### src/hdl/plt_pkg.sv
// plt_pkg: sizes, command and status codes, cell control type and word
// conversion functions for the positional list table
// no dependencies
package plt_pkg;

	localparam int CAPACITY   = 16;
	localparam int DATA_WIDTH = 32;

	localparam int IDX_W      = $clog2(CAPACITY);
	localparam int CNT_W      = $clog2(CAPACITY + 1);
	localparam int POS_W      = 8;
	localparam int WORD_W     = 32;
	localparam int CMD_W      = 2;
	localparam int STAT_W     = 2;
	localparam int OUT_CNT_W  = 5;
	localparam int CMP_W      = (POS_W > CNT_W) ? POS_W : CNT_W;
	localparam int MOD_STEP_W = $clog2(POS_W + 1);

	localparam logic [CMD_W-1:0] CMD_INSERT = 2'd0;
	localparam logic [CMD_W-1:0] CMD_REMOVE = 2'd1;
	localparam logic [CMD_W-1:0] CMD_READ   = 2'd2;
	localparam logic [CMD_W-1:0] CMD_CLEAR  = 2'd3;

	localparam logic [STAT_W-1:0] ST_OK    = 2'd0;
	localparam logic [STAT_W-1:0] ST_RANGE = 2'd1;
	localparam logic [STAT_W-1:0] ST_FULL  = 2'd2;
	localparam logic [STAT_W-1:0] ST_EMPTY = 2'd3;

	// broadcast to every cell of the row
	typedef struct packed {
		logic                  ins;
		logic                  rem;
		logic [IDX_W-1:0]      pos;
		logic [DATA_WIDTH-1:0] value;
	} cell_ctrl_t;

	// sign-extend or truncate a 32-bit input word to the stored width
	function automatic logic [DATA_WIDTH-1:0] to_data(input logic [WORD_W-1:0] v);
		logic [DATA_WIDTH-1:0] r;
		for (int b = 0; b < DATA_WIDTH; b++) begin
			if (b < WORD_W)
				r[b] = v[b];
			else
				r[b] = v[WORD_W-1];
		end
		return r;
	endfunction

	// low 32 bits of a stored word, zero-filled when the word is narrower
	function automatic logic [WORD_W-1:0] to_word(input logic [DATA_WIDTH-1:0] d);
		logic [WORD_W-1:0] r;
		for (int b = 0; b < WORD_W; b++) begin
			r[b] = 1'b0;
			if (b < DATA_WIDTH)
				r[b] = d[b];
		end
		return r;
	endfunction

endpackage

### src/hdl/plt_cell.sv
// plt_cell: one entry of the table row, shifts toward either neighbor
// depends on plt_pkg
module plt_cell (
	input  logic                          clk,
	input  logic [plt_pkg::IDX_W-1:0]     idx,
	input  plt_pkg::cell_ctrl_t           ctrl,
	input  logic [plt_pkg::DATA_WIDTH-1:0] left_data,
	input  logic [plt_pkg::DATA_WIDTH-1:0] right_data,
	output logic [plt_pkg::DATA_WIDTH-1:0] data
);

	logic [plt_pkg::DATA_WIDTH-1:0] data_q;

	always_ff @(posedge clk) begin
		if (ctrl.ins) begin
			if (idx == ctrl.pos)
				data_q <= ctrl.value;
			else if (idx > ctrl.pos)
				data_q <= left_data;
		end else if (ctrl.rem) begin
			if (idx >= ctrl.pos)
				data_q <= right_data;
		end
	end

	assign data = data_q;

endmodule

### src/hdl/plt_mod.sv
// plt_mod: bit-serial restoring remainder of the read position by the count
// depends on plt_pkg
module plt_mod (
	input  logic                       clk,
	input  logic                       arst_n,
	input  logic                       start,
	input  logic [plt_pkg::POS_W-1:0]  dividend,
	input  logic [plt_pkg::CNT_W-1:0]  divisor,
	output logic                       done,
	output logic [plt_pkg::IDX_W-1:0]  rem
);

	logic                           busy_q;
	logic                           done_q;
	logic [plt_pkg::MOD_STEP_W-1:0] step_q;
	logic [plt_pkg::POS_W-1:0]      dvd_q;
	logic [plt_pkg::CNT_W-1:0]      dsr_q;
	logic [plt_pkg::CNT_W-1:0]      rem_q;
	logic [plt_pkg::CNT_W:0]        trial;
	logic [plt_pkg::CNT_W:0]        diff;

	assign trial = {rem_q, dvd_q[plt_pkg::POS_W-1]};
	assign diff  = trial - {1'b0, dsr_q};

	always_ff @(posedge clk or negedge arst_n) begin
		if (!arst_n) begin
			busy_q <= 1'b0;
			done_q <= 1'b0;
			step_q <= '0;
		end else begin
			done_q <= !start && busy_q &&
			          (step_q == plt_pkg::MOD_STEP_W'(plt_pkg::POS_W - 1));
			if (start) begin
				busy_q <= 1'b1;
				step_q <= '0;
			end else if (busy_q) begin
				step_q <= step_q + 1'b1;
				if (step_q == plt_pkg::MOD_STEP_W'(plt_pkg::POS_W - 1))
					busy_q <= 1'b0;
			end
		end
	end

	// remainder stays below the divisor, so it fits the cell index
	always_ff @(posedge clk) begin
		if (start) begin
			dvd_q <= dividend;
			dsr_q <= divisor;
			rem_q <= '0;
		end else if (busy_q) begin
			dvd_q <= {dvd_q[plt_pkg::POS_W-2:0], 1'b0};
			if (trial >= {1'b0, dsr_q})
				rem_q <= diff[plt_pkg::CNT_W-1:0];
			else
				rem_q <= trial[plt_pkg::CNT_W-1:0];
		end
	end

	assign done = done_q;
	assign rem  = rem_q[plt_pkg::IDX_W-1:0];

endmodule

### src/hdl/positional_list_table_top.sv
// positional_list_table_top: ordered table held in a row of cells, with
// command sequencer, entry count, remainder unit and output register
// depends on plt_pkg, plt_cell, plt_mod
//
//  channel | direction | tdata                              | tuser
//  s_*     | in        | position[7:0], value[39:8]         | command[1:0]
//  m_*     | out       | read_value[31:0], entry_count[36:32] | status[1:0]
//
// insert, remove, clear and a read of an empty table go through accept, then
// execute; the cells at and above the position shift together in the execute cycle
// a read of a non-empty table goes through accept, remainder start,
// 8 one-bit-per-cycle remainder steps for the 8-bit position, a done cycle
// and the cell select cycle
// reset clears the count and the handshake state; cell contents are not reset
// a stalled output holds the sequencer in its last cycle until the result is taken
module positional_list_table_top (
	input  logic        clk,
	input  logic        arst_n,
	input  logic        s_tvalid,
	output logic        s_tready,
	input  logic [39:0] s_tdata,   // position[7:0], value[39:8]
	input  logic [1:0]  s_tuser,   // command[1:0]
	output logic        m_tvalid,
	input  logic        m_tready,
	output logic [39:0] m_tdata,   // read_value[31:0], entry_count[36:32], zero pad
	output logic [1:0]  m_tuser    // status[1:0]
);

	localparam logic [1:0] S_IDLE = 2'd0;
	localparam logic [1:0] S_EXEC = 2'd1;
	localparam logic [1:0] S_MOD  = 2'd2;
	localparam logic [1:0] S_RD   = 2'd3;

	logic [1:0]                     state_q;
	logic [plt_pkg::CMD_W-1:0]      cmd_q;
	logic [plt_pkg::POS_W-1:0]      pos_q;
	logic [plt_pkg::WORD_W-1:0]     val_q;
	logic [plt_pkg::CNT_W-1:0]      count_q;

	logic                           out_valid_q;
	logic [plt_pkg::STAT_W-1:0]     status_q;
	logic [plt_pkg::WORD_W-1:0]     rdval_q;
	logic [plt_pkg::OUT_CNT_W-1:0]  ocnt_q;

	logic                           out_free;
	logic                           out_load;
	logic                           in_acc;
	logic                           exec_out;
	logic                           exec_commit;
	logic                           mod_start;
	logic                           mod_done;
	logic [plt_pkg::IDX_W-1:0]      mod_rem;
	logic [plt_pkg::STAT_W-1:0]     exec_status;
	logic [plt_pkg::CNT_W-1:0]      next_count;
	logic                           do_ins;
	logic                           do_rem;
	plt_pkg::cell_ctrl_t            ctrl;
	logic [plt_pkg::DATA_WIDTH-1:0] cell_data [plt_pkg::CAPACITY];

	assign out_free = !out_valid_q || m_tready;
	assign s_tready = (state_q == S_IDLE);
	assign in_acc   = s_tvalid && s_tready;

	// command decode against the current count
	always_comb begin
		exec_status = plt_pkg::ST_OK;
		next_count  = count_q;
		do_ins      = 1'b0;
		do_rem      = 1'b0;
		mod_start   = 1'b0;
		exec_out    = 1'b1;
		case (cmd_q)
			plt_pkg::CMD_INSERT: begin
				if (count_q == plt_pkg::CNT_W'(plt_pkg::CAPACITY))
					exec_status = plt_pkg::ST_FULL;
				else if (plt_pkg::CMP_W'(pos_q) > plt_pkg::CMP_W'(count_q))
					exec_status = plt_pkg::ST_RANGE;
				else begin
					do_ins     = 1'b1;
					next_count = count_q + 1'b1;
				end
			end
			plt_pkg::CMD_REMOVE: begin
				if (count_q == '0)
					exec_status = plt_pkg::ST_EMPTY;
				else if (plt_pkg::CMP_W'(pos_q) >= plt_pkg::CMP_W'(count_q))
					exec_status = plt_pkg::ST_RANGE;
				else begin
					do_rem     = 1'b1;
					next_count = count_q - 1'b1;
				end
			end
			plt_pkg::CMD_READ: begin
				if (count_q == '0)
					exec_status = plt_pkg::ST_EMPTY;
				else begin
					exec_out  = 1'b0;
					mod_start = (state_q == S_EXEC);
				end
			end
			plt_pkg::CMD_CLEAR: begin
				next_count = '0;
			end
			default: begin
				exec_status = plt_pkg::ST_OK;
			end
		endcase
	end

	assign exec_commit = (state_q == S_EXEC) && exec_out && out_free;
	assign out_load    = exec_commit || (state_q == S_RD && out_free);

	assign ctrl.ins   = exec_commit && do_ins;
	assign ctrl.rem   = exec_commit && do_rem;
	assign ctrl.pos   = pos_q[plt_pkg::IDX_W-1:0];
	assign ctrl.value = plt_pkg::to_data(val_q);

	for (genvar i = 0; i < plt_pkg::CAPACITY; i++) begin : g_cell
		logic [plt_pkg::DATA_WIDTH-1:0] left_d;
		logic [plt_pkg::DATA_WIDTH-1:0] right_d;

		if (i == 0) begin : g_head
			assign left_d = ctrl.value;
		end else begin : g_mid_l
			assign left_d = cell_data[i-1];
		end

		if (i == plt_pkg::CAPACITY - 1) begin : g_tail
			assign right_d = cell_data[i];
		end else begin : g_mid_r
			assign right_d = cell_data[i+1];
		end

		plt_cell u_cell (
			.clk        (clk),
			.idx        (plt_pkg::IDX_W'(i)),
			.ctrl       (ctrl),
			.left_data  (left_d),
			.right_data (right_d),
			.data       (cell_data[i])
		);
	end

	plt_mod u_mod (
		.clk      (clk),
		.arst_n   (arst_n),
		.start    (mod_start),
		.dividend (pos_q),
		.divisor  (count_q),
		.done     (mod_done),
		.rem      (mod_rem)
	);

	always_ff @(posedge clk or negedge arst_n) begin
		if (!arst_n) begin
			state_q     <= S_IDLE;
			count_q     <= '0;
			out_valid_q <= 1'b0;
		end else begin
			if (out_load)
				out_valid_q <= 1'b1;
			else if (m_tready)
				out_valid_q <= 1'b0;
			case (state_q)
				S_IDLE: begin
					if (in_acc)
						state_q <= S_EXEC;
				end
				S_EXEC: begin
					if (mod_start)
						state_q <= S_MOD;
					else if (exec_commit) begin
						count_q <= next_count;
						state_q <= S_IDLE;
					end
				end
				S_MOD: begin
					if (mod_done)
						state_q <= S_RD;
				end
				S_RD: begin
					if (out_free)
						state_q <= S_IDLE;
				end
				default: begin
					state_q <= S_IDLE;
				end
			endcase
		end
	end

	always_ff @(posedge clk) begin
		if (in_acc) begin
			cmd_q <= s_tuser;
			pos_q <= s_tdata[7:0];
			val_q <= s_tdata[39:8];
		end
		if (exec_commit) begin
			status_q <= exec_status;
			rdval_q  <= '0;
			ocnt_q   <= plt_pkg::OUT_CNT_W'(next_count);
		end else if (state_q == S_RD && out_free) begin
			status_q <= plt_pkg::ST_OK;
			rdval_q  <= plt_pkg::to_word(cell_data[mod_rem]);
			ocnt_q   <= plt_pkg::OUT_CNT_W'(count_q);
		end
	end

	assign m_tvalid = out_valid_q;
	assign m_tdata  = {3'b000, ocnt_q, rdval_q};
	assign m_tuser  = status_q;

endmodule
### config.mk
export PLATFORM = sky130hd
export DESIGN_NAME = positional_list_table_top
export DESIGN_NICKNAME = d
export VERILOG_FILES = /design/src/hdl/plt_pkg.sv /design/src/hdl/plt_cell.sv /design/src/hdl/plt_mod.sv /design/src/hdl/positional_list_table_top.sv
export SDC_FILE = /design/constraint.sdc
export NUM_CORES = 1
export LEC_CHECK = 0
export ABC_AREA = 0
export BUFFER_PORTS_ARGS = -buffer_cell sky130_fd_sc_hd__buf_2
export CORE_MARGIN = 2
export CORE_UTILIZATION = 40
export CTS_CLUSTER_SIZE = 20
export DETAILED_ROUTE_END_ITERATION = 8
export PLACE_DENSITY_LB_ADDON = 0.2
export SYNTH_ARGS = -nofsm -noshare
export SYNTH_HDL_FRONTEND = slang
export SYNTH_SLANG_ARGS = --single-unit
### constraint.sdc
create_clock -name clk -period 10.4 [get_ports clk]
set_input_delay 1.04 -clock clk [delete_from_list [all_inputs] [get_ports clk]]
set_output_delay 1.04 -clock clk [all_outputs]
set_load 0.01 [all_outputs]
# --- Yosys cells after proc, flatten, opt, wreduce, memory -nomap -nowiden ---
# Cells that the tools add are included.
totals:
  regBits: 625
  inputBits: 46
  output_inout_bits: 44
  word_cells: 289
classes:
  n_addsub: 4
  order_cmp: 35
  n_eq_ne: 42
  mux: 121
  bitwise: 2
  reduce_logical: 54
op_table:
  columns: ["op", "count"]
  rows:
  - ["$mux 32", 79]
  - ["$bmux 32 s4", 1]
  - ["$reduce_and 3->1", 16]
  - ["$ne 3x1->1 const B", 15]
  - ["$reduce_bool 2->1", 20]
  - ["$mux 5", 7]
  - ["$eq 4x4->1 const A", 8]
  - ["$gt 4x4->1 const A", 8]
  - ["$ge 4x4->1 const A", 7]
  - ["$mux 2", 10]
  - ["$mux 1", 17]
  - ["$eq 3x4->1 const A", 4]
  - ["$ge 3x4->1 const A", 4]
  - ["$gt 3x4->1 const A", 4]
  - ["$mux 8", 2]
  - ["$pmux 5 s3", 1]
  - ["$eq 2x2->1 const B", 4]
  - ["$eq 2x4->1 const A", 2]
  - ["$ge 1x4->1 const A", 2]
  - ["$ge 2x4->1 const A", 2]
  - ["$ge 8x5->1", 1]
  - ["$gt 1x4->1 const A", 2]
  - ["$gt 2x4->1 const A", 2]
  - ["$gt 8x5->1", 1]
  - ["26 further kinds", 39]

# --- Depth between registers and ports, before layout ---
depth:
  depth_word: 8
  ltp_mapped: 12
  depth_no_buf: 8

# --- Cells and area by module ---
# A second synthesis with hierarchy kept.
hier_totals:
  cells_unflattened: 3030
  hier_area_um2: 36344.9
modules_own_cells:
  columns: ["module", "instances", "cells_per_inst", "area_per_inst_um2", "seq_area_each_um2"]
  rows:
  - ["plt_cell", 16, 152, 1737.9, 960.9]
  - ["positional_list_table_top", 1, 504, 7350.8, 2312.2]
  - ["plt_mod", 1, 94, 1187.4, 640.6]

# --- Least setup slack after synthesis ---
# No wires, ideal clock.
synth_timing:
  kind: "register -> register"
  from: "register count_q[4] in the netlist's numbering"
  to: "register g_cell[2].u_cell.data_q (netlist bit g_cell[2].u_cell.data[0]), enable pin"
  setup_ns: 0.595
  t_arrival_ns: 7.065
  required_ns: 9.805
  slack_ns: 2.740
  path_stages_with_launch: 9
  n_path_buf: 0
  synth_period_minus_slack_ns: 7.660
  cell_sequence: "dfrtp_1 > inv_1 > ha_1 > or4_4 > mux2_2 > o21ai_2 > and2_1 > o21ai_1 > a2111oi_0"
synth_via:
  elab_chain_len: 8
  elab_cells_between_ends: 20
  cone_classes: "order compare (2); eq/ne (2); mux (8); reduce/logical (8)"
synth_rtl:
  columns: ["element", "line", "source"]
  rows:
  - ["start: declaration", "positional_list_table_top.sv:38", "logic [plt_pkg::CNT_W-1:0] count_q;"]
  - ["start signal: assignment", "positional_list_table_top.sv:173", "count_q <= next_count;"]
  - ["branches (longest 7 deep; another with $gt 8x5->1)", null, null]
  - ["$reduce_and 3->1 (no line) *", null, null]
  - ["end signal: assignment", "plt_cell.sv:17", "data_q <= ctrl.value;"]
  - ["end signal: assignment", "plt_cell.sv:19", "data_q <= left_data;"]
  - ["end signal: assignment", "plt_cell.sv:22", "data_q <= right_data;"]
  - ["end: declaration", "plt_cell.sv:12", "logic [plt_pkg::DATA_WIDTH-1:0] data_q;"]
# Mark *: on every way between the ends.
# A chain may end at the register's enable or synchronous reset.

# --- Worst setup path in the final report ---
layout_timing:
  from: "register pos_q[1] in the netlist's numbering"
  to: "register g_cell[0].u_cell.data_q (netlist bit g_cell[0].u_cell.data[14]), data pin"
layout_via:
  elab_chain_len: 6
  elab_cells_between_ends: 8
  cone_classes: "order compare (1); mux (5); reduce/logical (2)"
layout_rtl:
  columns: ["element", "line", "source"]
  rows:
  - ["start: declaration", "positional_list_table_top.sv:36", "logic [plt_pkg::POS_W-1:0] pos_q;"]
  - ["start signal: assignment", "positional_list_table_top.sv:195", "pos_q <= s_tdata[7:0];"]
  - ["$gt 8x5->1", "positional_list_table_top.sv:76", "else if (plt_pkg::CMP_W'(pos_q) > plt_pkg::CMP_W'(count_q))"]
  - ["$mux 1", "positional_list_table_top.sv:76", null]
  - ["$mux 1", "positional_list_table_top.sv:74", "if (count_q == plt_pkg::CNT_W'(plt_pkg::CAPACITY))"]
  - ["$mux 1", "positional_list_table_top.sv:72", "case (cmd_q)"]
  - ["$logic_and 1x1->1", "positional_list_table_top.sv:113", "assign ctrl.ins = exec_commit && do_ins;"]
  - ["$mux 32 *", "plt_cell.sv:15", "if (ctrl.ins) begin"]
  - ["end signal: assignment", "plt_cell.sv:17", null]
  - ["end signal: assignment", "plt_cell.sv:19", null]
  - ["end signal: assignment", "plt_cell.sv:22", null]
  - ["end: declaration", "plt_cell.sv:12", null]
# Mark *: on every way between the ends. The rest lies on a longest branch, timed or not.

==> flow_metrics.env <==
export IMPL_criticalPathCategory="reg2reg"
export IMPL_drt_pass1_iterations=5
export IMPL_worst_clock_skew_ns=0.0269
export IMPL_first_global_vias=22900
export IMPL_cp_startpoint_kind="register"
export IMPL_hpwl_um=55300
export IMPL_detail_route_iter0_violations=2024
export IMPL_die_w_um=300
export IMPL_cp_data_required_time_ns=10.77
export IMPL_final_min_period_over_clock_period_pct=45.9
export IMPL_topmost_layer_with_routed_signal_wires="met4"
export IMPL_worst_slew_margin_rel_pct=18.8
export IMPL_yosys_register_bits=625
export IMPL_end_kind="register"
export IMPL_post_cts_setup_buffers=0
export IMPL_result_of_the_run="complete, no violations"
export IMPL_diodes=0
export IMPL_ios=90
export IMPL_final_antenna_net_count=0
export IMPL_ctsResizeCount=0
export IMPL_wl_met3_um=6340
export IMPL_min_delay_path_class="in2async"
export IMPL_synth_enable_flop_cells=574
export IMPL_max_slew_worst_pin_slew_ns=1.22
export IMPL_route_vias_total=23000
export IMPL_max_vdd_ir_drop_v=0.000152
export IMPL_period_minus_slack_ns=4.78
export IMPL_row_count=108
export IMPL_layout_cells_most_common="edfxtp_1"
export IMPL_wl_met2_um=49400
export IMPL_remaining_drc_errors=0
export IMPL_synth_sequential_area_ratio_pct=52.5
export IMPL_avgViaCountPerCell=5.79
export IMPL_area_growth_synth_to_finish_pct=10.1
export IMPL_finalHoldWorstSlack_ns=0.343
export IMPL_htree_num_levels=3
export IMPL_cp_arrival_ns=5.15
export IMPL_drv_cap=0
export IMPL_final_setup_viol_count=0
export IMPL_postSynth_asyncResetShare_pct=2.24
export IMPL_num_nets_final=2822
export IMPL_start_util_pct=40.3
export IMPL_dominantRegCellSynth="edfxtp_1"
export IMPL_power_density_mw_per_mm2=205
export IMPL_die_area_mm2=0.0897
export IMPL_layout_cells_most_common_list="edfxtp_1, mux2i_1, nor2_1, a21oi_1, a21oi_2"
export IMPL_root_buffer="clkbuf_16"
export IMPL_cts_clk_slew_worst_paths_ns=0.06
export IMPL_wl_met1_um=43300
export IMPL_synth_avg_cell_area_um2=12.5
export IMPL_hold_viol=0
export IMPL_clock_tree_from_tritoncts="built"
export IMPL_number_of_sinks_handled_by_clock_tree_synthesis=625
export IMPL_report_power_total_mw=7.88
export IMPL_synth_top_cell_area_share_pct=49.3
export IMPL_finalMaxSlewViolations=0
export IMPL_avgRoutedWirePerCell_um=25.5
export IMPL_io_port_bufs=86
export IMPL_clock_latency_ns=0.63
export IMPL_synth_top_cells_by_area="edfxtp_1, mux2i_1, mux4_2, nor2_1, a21oi_1"
export IMPL_top_achievable_clock_speed_mhz=209
export IMPL_hold_buffers=0
export IMPL_synth_warn=0
export IMPL_post_synthesis_cells=2791
export IMPL_grt_first_pass_wirelength_um=151000
export IMPL_clockBufferDepth=3
export IMPL_netlist_area_mm2=0.0349
export IMPL_power_static_leakage_nw=13.2
export IMPL_grt_max_degree=253
export IMPL_number_of_antenna_violations_at_the_first_check_in_global_routing=1
export IMPL_routability_congestion_estimate=0.802
export IMPL_core_mm2=0.0866
export IMPL_final_util_pct=44.4
export IMPL_die_h_um=300
export IMPL_crit_path_max_fanout=236
export IMPL_grt_total_usage_pct=22.4
export IMPL_setup_repair_after_global_routing_missed_its_margin="no"
export IMPL_setup_tns_ns=0
export IMPL_routed_wl_um=101000
export IMPL_cts_made_buffers=73
export IMPL_count_of_distinct_cell_types_in_the_synthesized_netlist=57
export IMPL_post_route_cells_drive_above_1_share_pct=23.3
export IMPL_synth_top_cell_by_area="edfxtp_1"
export IMPL_globalRouteOverflowTotal=0
per-stage QoR:
step / area [µm²] / setup slack [ns] / cells
final: 38400 / 5.62 / 3975
after global routing: 38400 / 5.38 / 3975
after CTS: 38400 / 5.68 / 3975
after detailed placement: 36100 / 5.62 / 3841
after global placement: 36100 / 5.68 / 3841
after floorplan: 34900 / 2.74 / 2793
Yosys cell counts (all sizes together) (2+ instances only):
master,number
mux2,72
o221ai,4
nand4,5
or3,2
nand3,7
nor3,17
a311o,2
ha,14
clkbuf,120
a2111oi,2
and3,2
inv,14
xnor2,3
dfrtp,14
buf,128
nand2b,11
o21bai,2
nor4,3
o22a,2
and2,3
or4,5
nor2,508
mux2i,519
or2,6
a21oi,495
mux4,128
o211a,2
a211oi,3
nand2,15
a31oi,3
dfxtp,37
edfxtp,574
xor2,3
nor2b,5
o21ai,43
o21a,3
a21o,4
worst max-delay path, stage by stage (launching register included):
cell,delay [ns]
edfxtp_1,0.92
ha_1,0.40
nor2b_1,0.14
o211a_1,0.23
o21ai_2,0.28
and3_4,0.71
buf_4,0.50
buf_12,0.70
mux2_2,0.42
cells by family (layout without fill, tap and decap cells):
kind of cell    count (synthesis)  after routing  synth area share, %
compound gates                570            570                 10.2
xor+xnor                        6              6                0.150
simple gates                  592            592                 6.83
buf+inv                       263            290                 4.33
flops                         625            625                 52.5
mux                           719            719                 25.4
other cells                     1              3               0.0107
fa+ha+maj                      15             15                0.559
layout make-up:
cell class / instances / area, µm²
fill: 7835 / 48200
sequential: 625 / 18300
clock buffer: 96 / 2030
tap: 1155 / 1450
multi-input combinational: 1905 / 15300
timing repair buffer: 141 / 881
inverter: 15 / 56.3
clock inverter: 38 / 349
sequential cells by signal, indices dropped and copies added, names as in the netlist, 2 cells and up, named ones only:
signal and cells:
g_cell.u_cell.data 512, g_cell.left_d 32, rdval_q 32, pos_q 8, u_mod.dvd_q 8, count_q 5
ocnt_q 5, u_mod.dsr_q 5, u_mod.rem_q 5, u_mod.step_q 4, cmd_q 2, m_tuser 2
report_power, final:
| group | internal (mW) | switching (mW) |
|---|---|---|
| Combinational | 0.924 | 1.09 |
| Clock | 1.52 | 1.08 |
| Sequential | 2.92 | 0.342 |
| Total | 5.37 | 2.51 |
layer usage:
layer / track usage [%] / vias up
li1: - / 10400
met1: 30.0 / 11700
met2: 37.8 / 750
met3: 3.65 / 159
met4: 5.79 / 0
met5: 0 / -
worst paths after layout:
check	endpoint	start	cells past startpoint	slack, ns
worst min-delay path	count_q[1]	arst_n	1	0.34
worst max register to register	g_cell[0].u_cell.data[14]	pos_q[1]	8	5.62
worst max-delay path	g_cell[0].u_cell.data[14]	pos_q[1]	8	5.62
max in group asynchronous	count_q[2]	arst_n	1	9.78
worst min register to register	rdval_q[3]	rdval_q[3]	2	0.46
min in group clk	rdval_q[3]	rdval_q[3]	2	0.46
No activity file was read; power rests on OpenSTA's default activity.
